**config.mk**
```make
export PLATFORM = sky130hd
export DESIGN_NAME = line_rasterizer
export DESIGN_NICKNAME = d
export VERILOG_FILES = /design/src/rtl/lnr_pkg.sv /design/src/rtl/lnr_skid.sv /design/src/rtl/line_rasterizer.sv
export SDC_FILE = /design/constraint.sdc
export NUM_CORES = 1
export LEC_CHECK = 0
export BUFFER_PORTS_ARGS = -buffer_cell sky130_fd_sc_hd__buf_2
export CAP_MARGIN = 5
export CELL_PAD_IN_SITES_DETAIL_PLACEMENT = 1
export CELL_PAD_IN_SITES_GLOBAL_PLACEMENT = 2
export CORE_MARGIN = 2
export CORE_UTILIZATION = 40
export DETAILED_ROUTE_END_ITERATION = 6
export PLACE_DENSITY = 0.85
export SYNTH_ARGS = -nofsm -noshare
export SYNTH_HDL_FRONTEND = slang
export SYNTH_SLANG_ARGS = --single-unit
export TNS_END_PERCENT = 30
```
**constraint.sdc**
```tcl
create_clock -name aclk -period 9.88 [get_ports aclk]
set_input_delay 0.494 -clock aclk [delete_from_list [all_inputs] [get_ports aclk]]
set_output_delay 0.494 -clock aclk [all_outputs]
set_load 0.05 [all_outputs]
```
**src/rtl/lnr_pkg.sv**
```systemverilog
package lnr_pkg;

    localparam int COORD_BITS = 12;
    localparam int COLOR_BITS = 24;
    localparam int DIFF_BITS  = COORD_BITS + 1;
    localparam int STEP_BITS  = COORD_BITS + 3;
    localparam int DEC_BITS   = COORD_BITS + 4;

    localparam int IN_FIELD_BITS  = 4 * COORD_BITS + COLOR_BITS;
    localparam int IN_TDATA_BITS  = ((IN_FIELD_BITS + 7) / 8) * 8;
    localparam int OUT_FIELD_BITS = 2 * COORD_BITS + COLOR_BITS;
    localparam int OUT_TDATA_BITS = ((OUT_FIELD_BITS + 7) / 8) * 8;

    localparam logic MODE_LOAD    = 1'b0;
    localparam logic MODE_ADVANCE = 1'b1;

    typedef enum logic [3:0] {
        OCT_SHALLOW_RISE = 4'b0001,
        OCT_SHALLOW_FALL = 4'b0010,
        OCT_STEEP_RISE   = 4'b0100,
        OCT_STEEP_FALL   = 4'b1000
    } octant_t;

    typedef struct packed {
        logic                         last;
        logic [COLOR_BITS-1:0]        color;
        logic signed [COORD_BITS-1:0] y;
        logic signed [COORD_BITS-1:0] x;
    } pixel_t;

endpackage

```
**src/rtl/lnr_skid.sv**
```systemverilog
module lnr_skid
    import lnr_pkg::*;
(
    input  logic   aclk,
    input  logic   aresetn,
    input  logic   in_valid,
    input  pixel_t in_pix,
    output logic   in_ready,
    output logic   out_valid,
    output pixel_t out_pix,
    input  logic   out_ready
);

    logic   out_valid_reg;
    pixel_t out_pix_reg;
    logic   skid_valid_reg;
    pixel_t skid_pix_reg;

    assign in_ready  = !skid_valid_reg;
    assign out_valid = out_valid_reg;
    assign out_pix   = out_pix_reg;

    always_ff @(posedge aclk) begin
        if (!aresetn) begin
            out_valid_reg  <= 1'b0;
            skid_valid_reg <= 1'b0;
        end else if (out_valid_reg && !out_ready) begin
            if (in_valid && !skid_valid_reg) begin
                skid_valid_reg <= 1'b1;
                skid_pix_reg   <= in_pix;
            end
        end else if (skid_valid_reg) begin
            out_valid_reg  <= 1'b1;
            out_pix_reg    <= skid_pix_reg;
            skid_valid_reg <= 1'b0;
        end else begin
            out_valid_reg <= in_valid;
            out_pix_reg   <= in_pix;
        end
    end

endmodule

```
**src/rtl/line_rasterizer.sv**
```systemverilog
// Line rasterizer for all octants, midpoint (Bresenham) stepping.
// The slave channel takes one transfer per command. s_tuser low loads a new
// line from s_tdata: both endpoints and a color. A load gives no pixel and
// replaces any line in progress. s_tuser high advances the active line by
// one pixel; with no line active the transfer is taken and gives nothing.
// Each advance gives one master transfer with the pixel position and color,
// and m_tlast marks the final pixel. The endpoint with the greater x (the
// end point if both x match) is not plotted; equal endpoints give no pixels.
// Throughput is one command per cycle while s_tready is high. A pixel
// reaches the master side from the output register after its advance transfer.
// A skid register behind the output register holds one more pixel while the
// receiver stalls; commands keep being taken until it fills, and s_tready
// drops only while the skid register is full.
// After reset (aresetn low at a clock edge) no line is active and the
// master channel is empty.
module line_rasterizer
    import lnr_pkg::*;
(
    input  logic                      aclk,
    input  logic                      aresetn,
    input  logic                      s_tvalid,
    output logic                      s_tready,
    // start_x, start_y, end_x, end_y, line_color
    input  logic [IN_TDATA_BITS-1:0]  s_tdata,
    // mode
    input  logic                      s_tuser,
    output logic                      m_tvalid,
    input  logic                      m_tready,
    // pixel_x, pixel_y, pixel_color
    output logic [OUT_TDATA_BITS-1:0] m_tdata,
    output logic                      m_tlast
);

    logic signed [COORD_BITS-1:0] cur_x_reg, cur_x_next;
    logic signed [COORD_BITS-1:0] cur_y_reg, cur_y_next;
    logic signed [COORD_BITS-1:0] stop_x_reg, stop_y_reg;
    logic signed [DEC_BITS-1:0]   dec_reg, dec_next;
    logic signed [STEP_BITS-1:0]  step_a_reg, step_b_reg;
    octant_t                      oct_reg;
    logic                         active_reg;
    logic [COLOR_BITS-1:0]        color_reg;

    logic signed [COORD_BITS-1:0] in_x0, in_y0, in_x1, in_y1;
    logic [COLOR_BITS-1:0]        in_color;
    logic signed [COORD_BITS-1:0] x0, y0, x1, y1;
    logic signed [DIFF_BITS-1:0]  diff_a, diff_b, diff_dx, diff_ady;
    logic signed [DEC_BITS-1:0]   dec_a, dec_b, load_dec;
    octant_t                      load_oct;
    logic                         last;

    logic   in_fire, pix_valid, skid_ready;
    pixel_t pix, out_pix;

    assign in_x0    = s_tdata[COORD_BITS-1:0];
    assign in_y0    = s_tdata[2*COORD_BITS-1:COORD_BITS];
    assign in_x1    = s_tdata[3*COORD_BITS-1:2*COORD_BITS];
    assign in_y1    = s_tdata[4*COORD_BITS-1:3*COORD_BITS];
    assign in_color = s_tdata[IN_FIELD_BITS-1:4*COORD_BITS];

    always_comb begin
        if (in_x1 < in_x0) begin
            x0 = in_x1;
            y0 = in_y1;
            x1 = in_x0;
            y1 = in_y0;
        end else begin
            x0 = in_x0;
            y0 = in_y0;
            x1 = in_x1;
            y1 = in_y1;
        end
        diff_a   = DIFF_BITS'(y1) - DIFF_BITS'(y0);
        diff_b   = DIFF_BITS'(x0) - DIFF_BITS'(x1);
        diff_dx  = DIFF_BITS'(x1) - DIFF_BITS'(x0);
        diff_ady = (diff_a < 0) ? -diff_a : diff_a;
        dec_a    = DEC_BITS'(diff_a);
        dec_b    = DEC_BITS'(diff_b);
        if (diff_dx >= diff_ady) begin
            if (y1 > y0) begin
                load_oct = OCT_SHALLOW_RISE;
                load_dec = dec_a + dec_a + dec_b;
            end else begin
                load_oct = OCT_SHALLOW_FALL;
                load_dec = dec_a + dec_a - dec_b;
            end
        end else begin
            if (y1 > y0) begin
                load_oct = OCT_STEEP_RISE;
                load_dec = dec_a + dec_b + dec_b;
            end else begin
                load_oct = OCT_STEEP_FALL;
                load_dec = dec_a - dec_b - dec_b;
            end
        end
    end

    always_comb begin
        cur_x_next = cur_x_reg;
        cur_y_next = cur_y_reg;
        dec_next   = dec_reg;
        unique case (oct_reg)
            OCT_SHALLOW_RISE: begin
                if (dec_reg > 0) begin
                    cur_y_next = cur_y_reg + COORD_BITS'(1);
                    dec_next   = dec_next + DEC_BITS'(step_b_reg);
                end
                cur_x_next = cur_x_reg + COORD_BITS'(1);
                dec_next   = dec_next + DEC_BITS'(step_a_reg);
                last       = (cur_x_next >= stop_x_reg);
            end
            OCT_SHALLOW_FALL: begin
                if (dec_reg < 0) begin
                    cur_y_next = cur_y_reg - COORD_BITS'(1);
                    dec_next   = dec_next - DEC_BITS'(step_b_reg);
                end
                cur_x_next = cur_x_reg + COORD_BITS'(1);
                dec_next   = dec_next + DEC_BITS'(step_a_reg);
                last       = (cur_x_next >= stop_x_reg);
            end
            OCT_STEEP_RISE: begin
                if (dec_reg < 0) begin
                    cur_x_next = cur_x_reg + COORD_BITS'(1);
                    dec_next   = dec_next + DEC_BITS'(step_a_reg);
                end
                cur_y_next = cur_y_reg + COORD_BITS'(1);
                dec_next   = dec_next + DEC_BITS'(step_b_reg);
                last       = (cur_y_next >= stop_y_reg);
            end
            OCT_STEEP_FALL: begin
                if (dec_reg > 0) begin
                    cur_x_next = cur_x_reg + COORD_BITS'(1);
                    dec_next   = dec_next + DEC_BITS'(step_a_reg);
                end
                cur_y_next = cur_y_reg - COORD_BITS'(1);
                dec_next   = dec_next - DEC_BITS'(step_b_reg);
                last       = (cur_y_next <= stop_y_reg);
            end
            default: begin
                last = 1'b1;
            end
        endcase
    end

    assign in_fire   = s_tvalid && s_tready;
    assign pix_valid = in_fire && (s_tuser == MODE_ADVANCE) && active_reg;

    always_ff @(posedge aclk) begin
        if (!aresetn) begin
            active_reg <= 1'b0;
            oct_reg    <= OCT_SHALLOW_RISE;
        end else if (in_fire && (s_tuser == MODE_LOAD)) begin
            cur_x_reg  <= x0;
            cur_y_reg  <= y0;
            stop_x_reg <= x1;
            stop_y_reg <= y1;
            dec_reg    <= load_dec;
            step_a_reg <= STEP_BITS'(diff_a) + STEP_BITS'(diff_a);
            step_b_reg <= STEP_BITS'(diff_b) + STEP_BITS'(diff_b);
            oct_reg    <= load_oct;
            color_reg  <= in_color;
            active_reg <= !((diff_dx == 0) && (diff_a == 0));
        end else if (pix_valid) begin
            cur_x_reg <= cur_x_next;
            cur_y_reg <= cur_y_next;
            dec_reg   <= dec_next;
            if (last) begin
                active_reg <= 1'b0;
            end
        end
    end

    assign pix.x     = cur_x_reg;
    assign pix.y     = cur_y_reg;
    assign pix.color = color_reg;
    assign pix.last  = last;

    lnr_skid u_skid (
        .aclk      (aclk),
        .aresetn   (aresetn),
        .in_valid  (pix_valid),
        .in_pix    (pix),
        .in_ready  (skid_ready),
        .out_valid (m_tvalid),
        .out_pix   (out_pix),
        .out_ready (m_tready)
    );

    assign s_tready = skid_ready;
    assign m_tlast  = out_pix.last;

    always_comb begin
        m_tdata = '0;
        m_tdata[COORD_BITS-1:0]                = out_pix.x;
        m_tdata[2*COORD_BITS-1:COORD_BITS]     = out_pix.y;
        m_tdata[OUT_FIELD_BITS-1:2*COORD_BITS] = out_pix.color;
    end

endmodule
```
==> results.sh, run 1 <==
export IMPL_synth_cell_area_mm2=0.0193
export IMPL_syn2layout_area_growth_pct=10.8
export IMPL_synth_edff_count=212
export IMPL_power_mw=4.45
export IMPL_antenna_found_initial=3
export IMPL_rows=80
export IMPL_holdBufCountCts=0
export IMPL_power_frac_seq_pct=26.1
export IMPL_fin_tns_setup_ns=0
export IMPL_start_util_pct=40.5
export IMPL_syn_inst=2100
export IMPL_ctsResizeCount=0
export IMPL_path_clk_slew_ns=0.06
export IMPL_dr_pass1_iters=5
export IMPL_peakVddDrop_mv=0.121
export IMPL_grt_usage_pct=24.4
export IMPL_vias_per_cell=5.82
export IMPL_end_kind="register"
export IMPL_synth_area_leaders="edfxtp_1 (33%), ha_1 (13%), xnor2_1 (5.7%)"
export IMPL_cts_path_max_buffers=3
export IMPL_wl_mm=61.7
export IMPL_yosysMostFrequentCell="edfxtp_1"
export IMPL_grt_pass1_wl_mm=97.8
export IMPL_yosysTopAreaCell="edfxtp_1"
export IMPL_hp_class="in -> reg"
export IMPL_post_cts_buffers=0
export IMPL_start_kind="primary input"
export IMPL_yosysWarningCount=0
export IMPL_worstMarginPinSlew_ns=1.11
export IMPL_p_sw_mw=1.87
export IMPL_synthDistinctLibCells=85
export IMPL_clock_latency_ns=0.55
export IMPL_cts_sinks=219
export IMPL_synth_top_area_share_pct=32.9
export IMPL_port_buffers=127
export IMPL_ys_flop_type="edfxtp_1"
export IMPL_synth_common_cells="edfxtp_1 (212), ha_1 (195), nand2_1 (186)"
export IMPL_skew_ns=0.00801
export IMPL_syn_nets=2378
export IMPL_antenna_left=0
export IMPL_grt_pass1_vias=17400
export IMPL_hold_violations=0
export IMPL_gp_congestion=0.878
export IMPL_vias=16500
export IMPL_syn_avg_cell_area_um2=9.20
export IMPL_fillCellCount=5513
export IMPL_min_period_ns=7.19
export IMPL_avgRoutedWirePerCell_um=21.8
export IMPL_ys_seq_area_share_pct=33.7
export IMPL_cp_max_fo=65
export IMPL_clock_tree_root_cell="clkbuf_16"
export IMPL_status="complete, no violations"
export IMPL_dieArea_mm2=0.0501
export IMPL_p_comb_share_pct=53.2
export IMPL_die_h_um=224
export IMPL_drc=0
export IMPL_power_density_mw_per_mm2=208
export IMPL_clock_power_share_pct=20.7
export IMPL_htree_num_levels=1
export IMPL_async_flop_share_pct=0
export IMPL_nNetsFinal=2470
export IMPL_power_share_switching_pct=42.1
export IMPL_worst_ep_required_time_ns=10.26
export IMPL_regArea_mm2=0.00651
export IMPL_setup_violations=0
export IMPL_overflow=0
export IMPL_maxCapViolations=0
export IMPL_drv_slew=0
export IMPL_fin_crit_sh_pct=72.8
export IMPL_grt_max_degree=66
export IMPL_cts_tree="yes"
export IMPL_relSlewSlack_pct=25.5
export IMPL_multiInputGateArea_mm2=0.0120
export IMPL_cts_buffers=25
export IMPL_rsz0062_at_grt="false"
export IMPL_critPathKind="in -> reg"
export IMPL_dr_first_iter_drc_count=1066
export IMPL_die_w_um=224
export IMPL_intPower_mw=2.58
export IMPL_ys_ff_latch=219
export IMPL_core_area_mm2=0.0477
export IMPL_arrival_ns=7.58
export IMPL_total_leakage_power_nw=8.72
export IMPL_fmax_mhz=139
export IMPL_io_pins=128
export IMPL_drive_gt1_share_pct=13.8
export IMPL_dp_hpwl_mm=48.2
-- final cells by class --
class | instances | share of cell area [%]
diodes | 3 | 0.0350
clock inverters | 18 | 0.806
flip-flops and latches | 219 | 30.4
repair buffers | 150 | 3.77
multi-input cells | 1647 | 55.8
clock buffers | 27 | 2.96
inverters | 149 | 2.61
well taps | 615 | 3.59
-- path summary, 6_finish.rpt --
kind              cells past startpoint          start  slack, ns                       to
setup / recovery                     26     s_tdata[9]       2.69              dec_reg[15]
hold / removal                        1    s_tdata[51]       0.12             color_reg[3]
setup reg to reg                     22     dec_reg[2]       3.56              dec_reg[15]
hold reg to reg                       0  color_reg[13]       0.45  u_skid.skid_pix_reg[37]
-- routing by layer --
| layer | part of all wire (%) | GRT usage, % |
|---|---|---|
| met5 | 0 | 0 |
| met4 | 1.5 | 4.49 |
| met3 | 3.7 | 2.19 |
| met2 | 48 | 42.4 |
| met1 | 47 | 33.3 |
-- critical path, stage by stage --
cell and delay (ns):
buf_2 0.12, inv_1 0.09, ha_1 0.46, a21o_1 0.24
a21oi_1 0.29, nand2_1 0.35, o21ai_4 0.25, buf_4 0.60
nor2_1 0.14, a221oi_1 0.38, xnor2_1 0.34, inv_1 0.27
nor3_1 0.36, and2_1 0.25, nor2_1 0.07, xnor2_1 0.13
ha_1 0.31, a21o_1 0.19, a211o_1 0.29, o221a_2 0.25
o31ai_1 0.23, a31o_2 0.55, inv_1 0.17, a2111oi_2 0.37
a211oi_1 0.12, a22oi_1 0.23
-- stage by stage --
| stage | hold slack (ns) | instances | utilization (%) | instance area (um^2) | worst slack (ns) |
|---|---|---|---|---|---|
| 3_5_place_dp | 0.436 | 2780 | 43.2 | 20600 | 2.22 |
| 5_1_grt | 0.101 | 2828 | 44.9 | 21400 | 1.87 |
| 6_report | 0.116 | 2828 | 44.9 | 21400 | 2.69 |
| 2_1_floorplan | 0.422 | 2100 | - | 19300 | 2.64 |
| 4_1_cts | 0.0917 | 2825 | 44.8 | 21400 | 2.76 |
| 3_3_place_gp | 0.429 | 2780 | 43.2 | 20600 | 2.41 |
-- power by group through the flow --
stage / clock (mW) / combinational, mW / sequential (mW)
after global placement: 0 / 2.27 / 1.18
final: 0.921 / 2.37 / 1.16
after detailed placement: 0 / 2.34 / 1.18
after CTS: 0.944 / 2.36 / 1.16
after global routing: 0.969 / 2.63 / 1.17
after floorplan: 0 / 1.72 / 1.19
-- cell families after synthesis --
group / share of synthesized area (%)
AOI/OAI and AO/OA: 20.0
DFF: 33.7
and+or+nand+nor: 14.0
xor gates and xnor gates: 7.56
adders and majority gates: 14.0
muxes: 6.03
buffers and inverters: 4.74
-- cell usage in the layout, fill, tap and decap left out, types with 14 or more instances in the layout --
| cell | synthesis | layout |
|---|---|---|
| o31ai_1 | 15 | 15 |
| a31oi_1 | 35 | 35 |
| buf_2 | 18 | 127 |
| o21bai_1 | 33 | 33 |
| edfxtp_1 | 212 | 212 |
| xor2_1 | 39 | 39 |
| nor2_1 | 148 | 146 |
| ha_1 | 195 | 195 |
| nand3_1 | 34 | 34 |
| nor3_1 | 43 | 43 |
| or3_1 | 14 | 14 |
| maj3_1 | 14 | 14 |
| nor2b_1 | 34 | 33 |
| inv_1 | 149 | 149 |
| nand2_1 | 186 | 186 |
| buf_4 | 0 | 23 |
| xnor2_1 | 126 | 126 |
| clkbuf_16 | 0 | 25 |
| mux2i_1 | 31 | 31 |
| o22ai_1 | 19 | 19 |
| a21oi_1 | 157 | 156 |
| mux2_2 | 76 | 76 |
| o21a_1 | 23 | 23 |
| o21ai_0 | 107 | 107 |
| a21o_1 | 32 | 32 |
| nand2b_1 | 36 | 35 |
| a211oi_1 | 29 | 29 |
(Power assumes the default switching activity.)
==> inputs of run 2 (changes only) <==
==> constraint.sdc (replaced) <==
create_clock -name aclk -period 6.9 [get_ports aclk]
set_input_delay 0.345 -clock aclk [delete_from_list [all_inputs] [get_ports aclk]]
set_output_delay 0.345 -clock aclk [all_outputs]
set_load 0.05 [all_outputs]
==> results.sh, run 2 (same netlist as run 1, synthesis figures left out) <==
export IMPL_arrival_ns=6.65
export IMPL_hp_class="in -> reg"
export IMPL_fin_tns_setup_ns=0
export IMPL_drc=0
export IMPL_path_clk_slew_ns=0.07
export IMPL_power_frac_seq_pct=26.0
export IMPL_drv_slew=0
export IMPL_start_util_pct=40.5
export IMPL_fin_crit_sh_pct=90.9
export IMPL_vias=16600
export IMPL_total_leakage_power_nw=8.95
export IMPL_clock_power_share_pct=20.2
export IMPL_dp_hpwl_mm=48.0
export IMPL_power_share_switching_pct=41.7
export IMPL_overflow=0
export IMPL_worstMarginPinSlew_ns=1.09
export IMPL_rows=80
export IMPL_r2r_start="dec_reg[2]"
export IMPL_htree_num_levels=1
export IMPL_gp_congestion=0.892
export IMPL_status="complete, no violations"
export IMPL_wl_mm=62.4
export IMPL_rsz0062_at_grt="false"
export IMPL_dieArea_mm2=0.0501
export IMPL_cts_buffers=24
export IMPL_clock_latency_ns=0.55
export IMPL_nNetsFinal=2521
export IMPL_io_pins=128
export IMPL_cts_tree="yes"
export IMPL_min_delay_start="aresetn"
export IMPL_cp_max_fo=27
export IMPL_critPathKind="in -> reg"
export IMPL_intPower_mw=3.70
export IMPL_power_mw=6.36
export IMPL_min_period_ns=6.27
export IMPL_grt_pass1_wl_mm=99.2
export IMPL_port_buffers=127
export IMPL_syn2layout_area_growth_pct=13.1
export IMPL_slowest_stage="a2111oi_2"
export IMPL_hold_violations=0
export IMPL_cts_sinks=219
export IMPL_dr_pass1_iters=5
export IMPL_fmax_mhz=159
export IMPL_skew_ns=0.0201
export IMPL_grt_pass1_vias=17500
export IMPL_avgRoutedWirePerCell_um=21.7
export IMPL_relSlewSlack_pct=26.9
export IMPL_start_kind="primary input"
export IMPL_p_sw_mw=2.65
export IMPL_worst_ep_required_time_ns=7.28
export IMPL_cp_slowest_stage_delay_ns=0.52
export IMPL_crit_start="s_tdata[10]"
export IMPL_grt_usage_pct=24.9
export IMPL_setup_violations=0
export IMPL_clock_tree_root_cell="clkbuf_16"
export IMPL_power_density_mw_per_mm2=291
export IMPL_antenna_left=0
export IMPL_end_kind="register"
export IMPL_post_cts_buffers=0
export IMPL_drive_gt1_share_pct=14.7
export IMPL_peakVddDrop_mv=0.169
export IMPL_core_area_mm2=0.0477
export IMPL_cts_path_max_buffers=3
export IMPL_p_comb_share_pct=53.7
export IMPL_grt_max_degree=66
export IMPL_final_common_cell="edfxtp_1"
export IMPL_dr_first_iter_drc_count=989
export IMPL_vias_per_cell=5.76
export IMPL_antenna_found_initial=2
export IMPL_die_h_um=224
export IMPL_final_cell_mix="edfxtp_1 (212), ha_1 (195), nand2_1 (186), a21oi_1 (156), inv_1 (149)"
export IMPL_die_w_um=224
export IMPL_maxCapViolations=0
[run 2: worst paths after layout]
check	to	slack [ns]	cells past startpoint
hold / removal	oct_reg[0]	0.05	2
setup reg to reg	dec_reg[15]	0.68	22
setup / recovery	dec_reg[13]	0.63	34
hold reg to reg	u_skid.skid_pix_reg[46]	0.45	0
[run 2: what timing repair did]
action,4_1_cts,5_1_grt
hold buffers,24,0
setup endpoints to repair,0,2
hold endpoints to repair,24,0
resized for setup,0,2
[run 2: worst max-delay path: cells and delay by family]
family | cells | cell delay (ns)
AO/OA/AOI/OAI | 18 | 3.49
adder cells (fa/ha/maj) | 3 | 0.87
AND/OR/NAND/NOR | 9 | 1.20
buffers and inverters | 4 | 0.73
[run 2: final cells by class]
cell class                 count  area, um^2
antenna                        2        5.00
clock buffer                  26         608
clock inverter                17         159
fill                        5512       25900
inverter                     149         559
multi-input combinational   1647       12000
sequential                   219        6510
tap                          615         769
timing repair buffer         202        1270
[run 2: metrics by stage]
| stage | hold slack, ns | cells | area [um^2] | setup slack [ns] | utilization, % |
|---|---|---|---|---|---|
| floorplan | 0.422 | 2100 | 19300 | 0.0327 | - |
| global placement | 0.428 | 2808 | 20800 | 0.221 | 43.6 |
| detailed placement | 0.432 | 2808 | 20800 | 0.142 | 43.6 |
| CTS | 0.0340 | 2875 | 21800 | 0.692 | 45.7 |
| global route | 0.0342 | 2877 | 21900 | 0.0857 | 45.8 |
| finish | 0.0473 | 2877 | 21900 | 0.629 | 45.8 |
[run 2: layer usage]
layer | share of wire [%] | track usage (%) | up-vias
li1 | - | - | 7975
met1 | 47 | 33.6 | 8243
met2 | 49 | 43.6 | 283
met3 | 3.2 | 2.43 | 60
met4 | 1.5 | 4.54 | 0
met5 | 0 | 0 | -
[run 2: power by group through the flow]
stage          combinational [mW]  sequential, mW  clock, mW
3_5_place_dp                 3.36            1.68          0
4_1_cts                      3.40            1.65       1.31
3_3_place_gp                 3.27            1.68          0
2_1_floorplan                2.47            1.70          0
5_1_grt                      3.79            1.66       1.36
6_report                     3.42            1.65       1.29
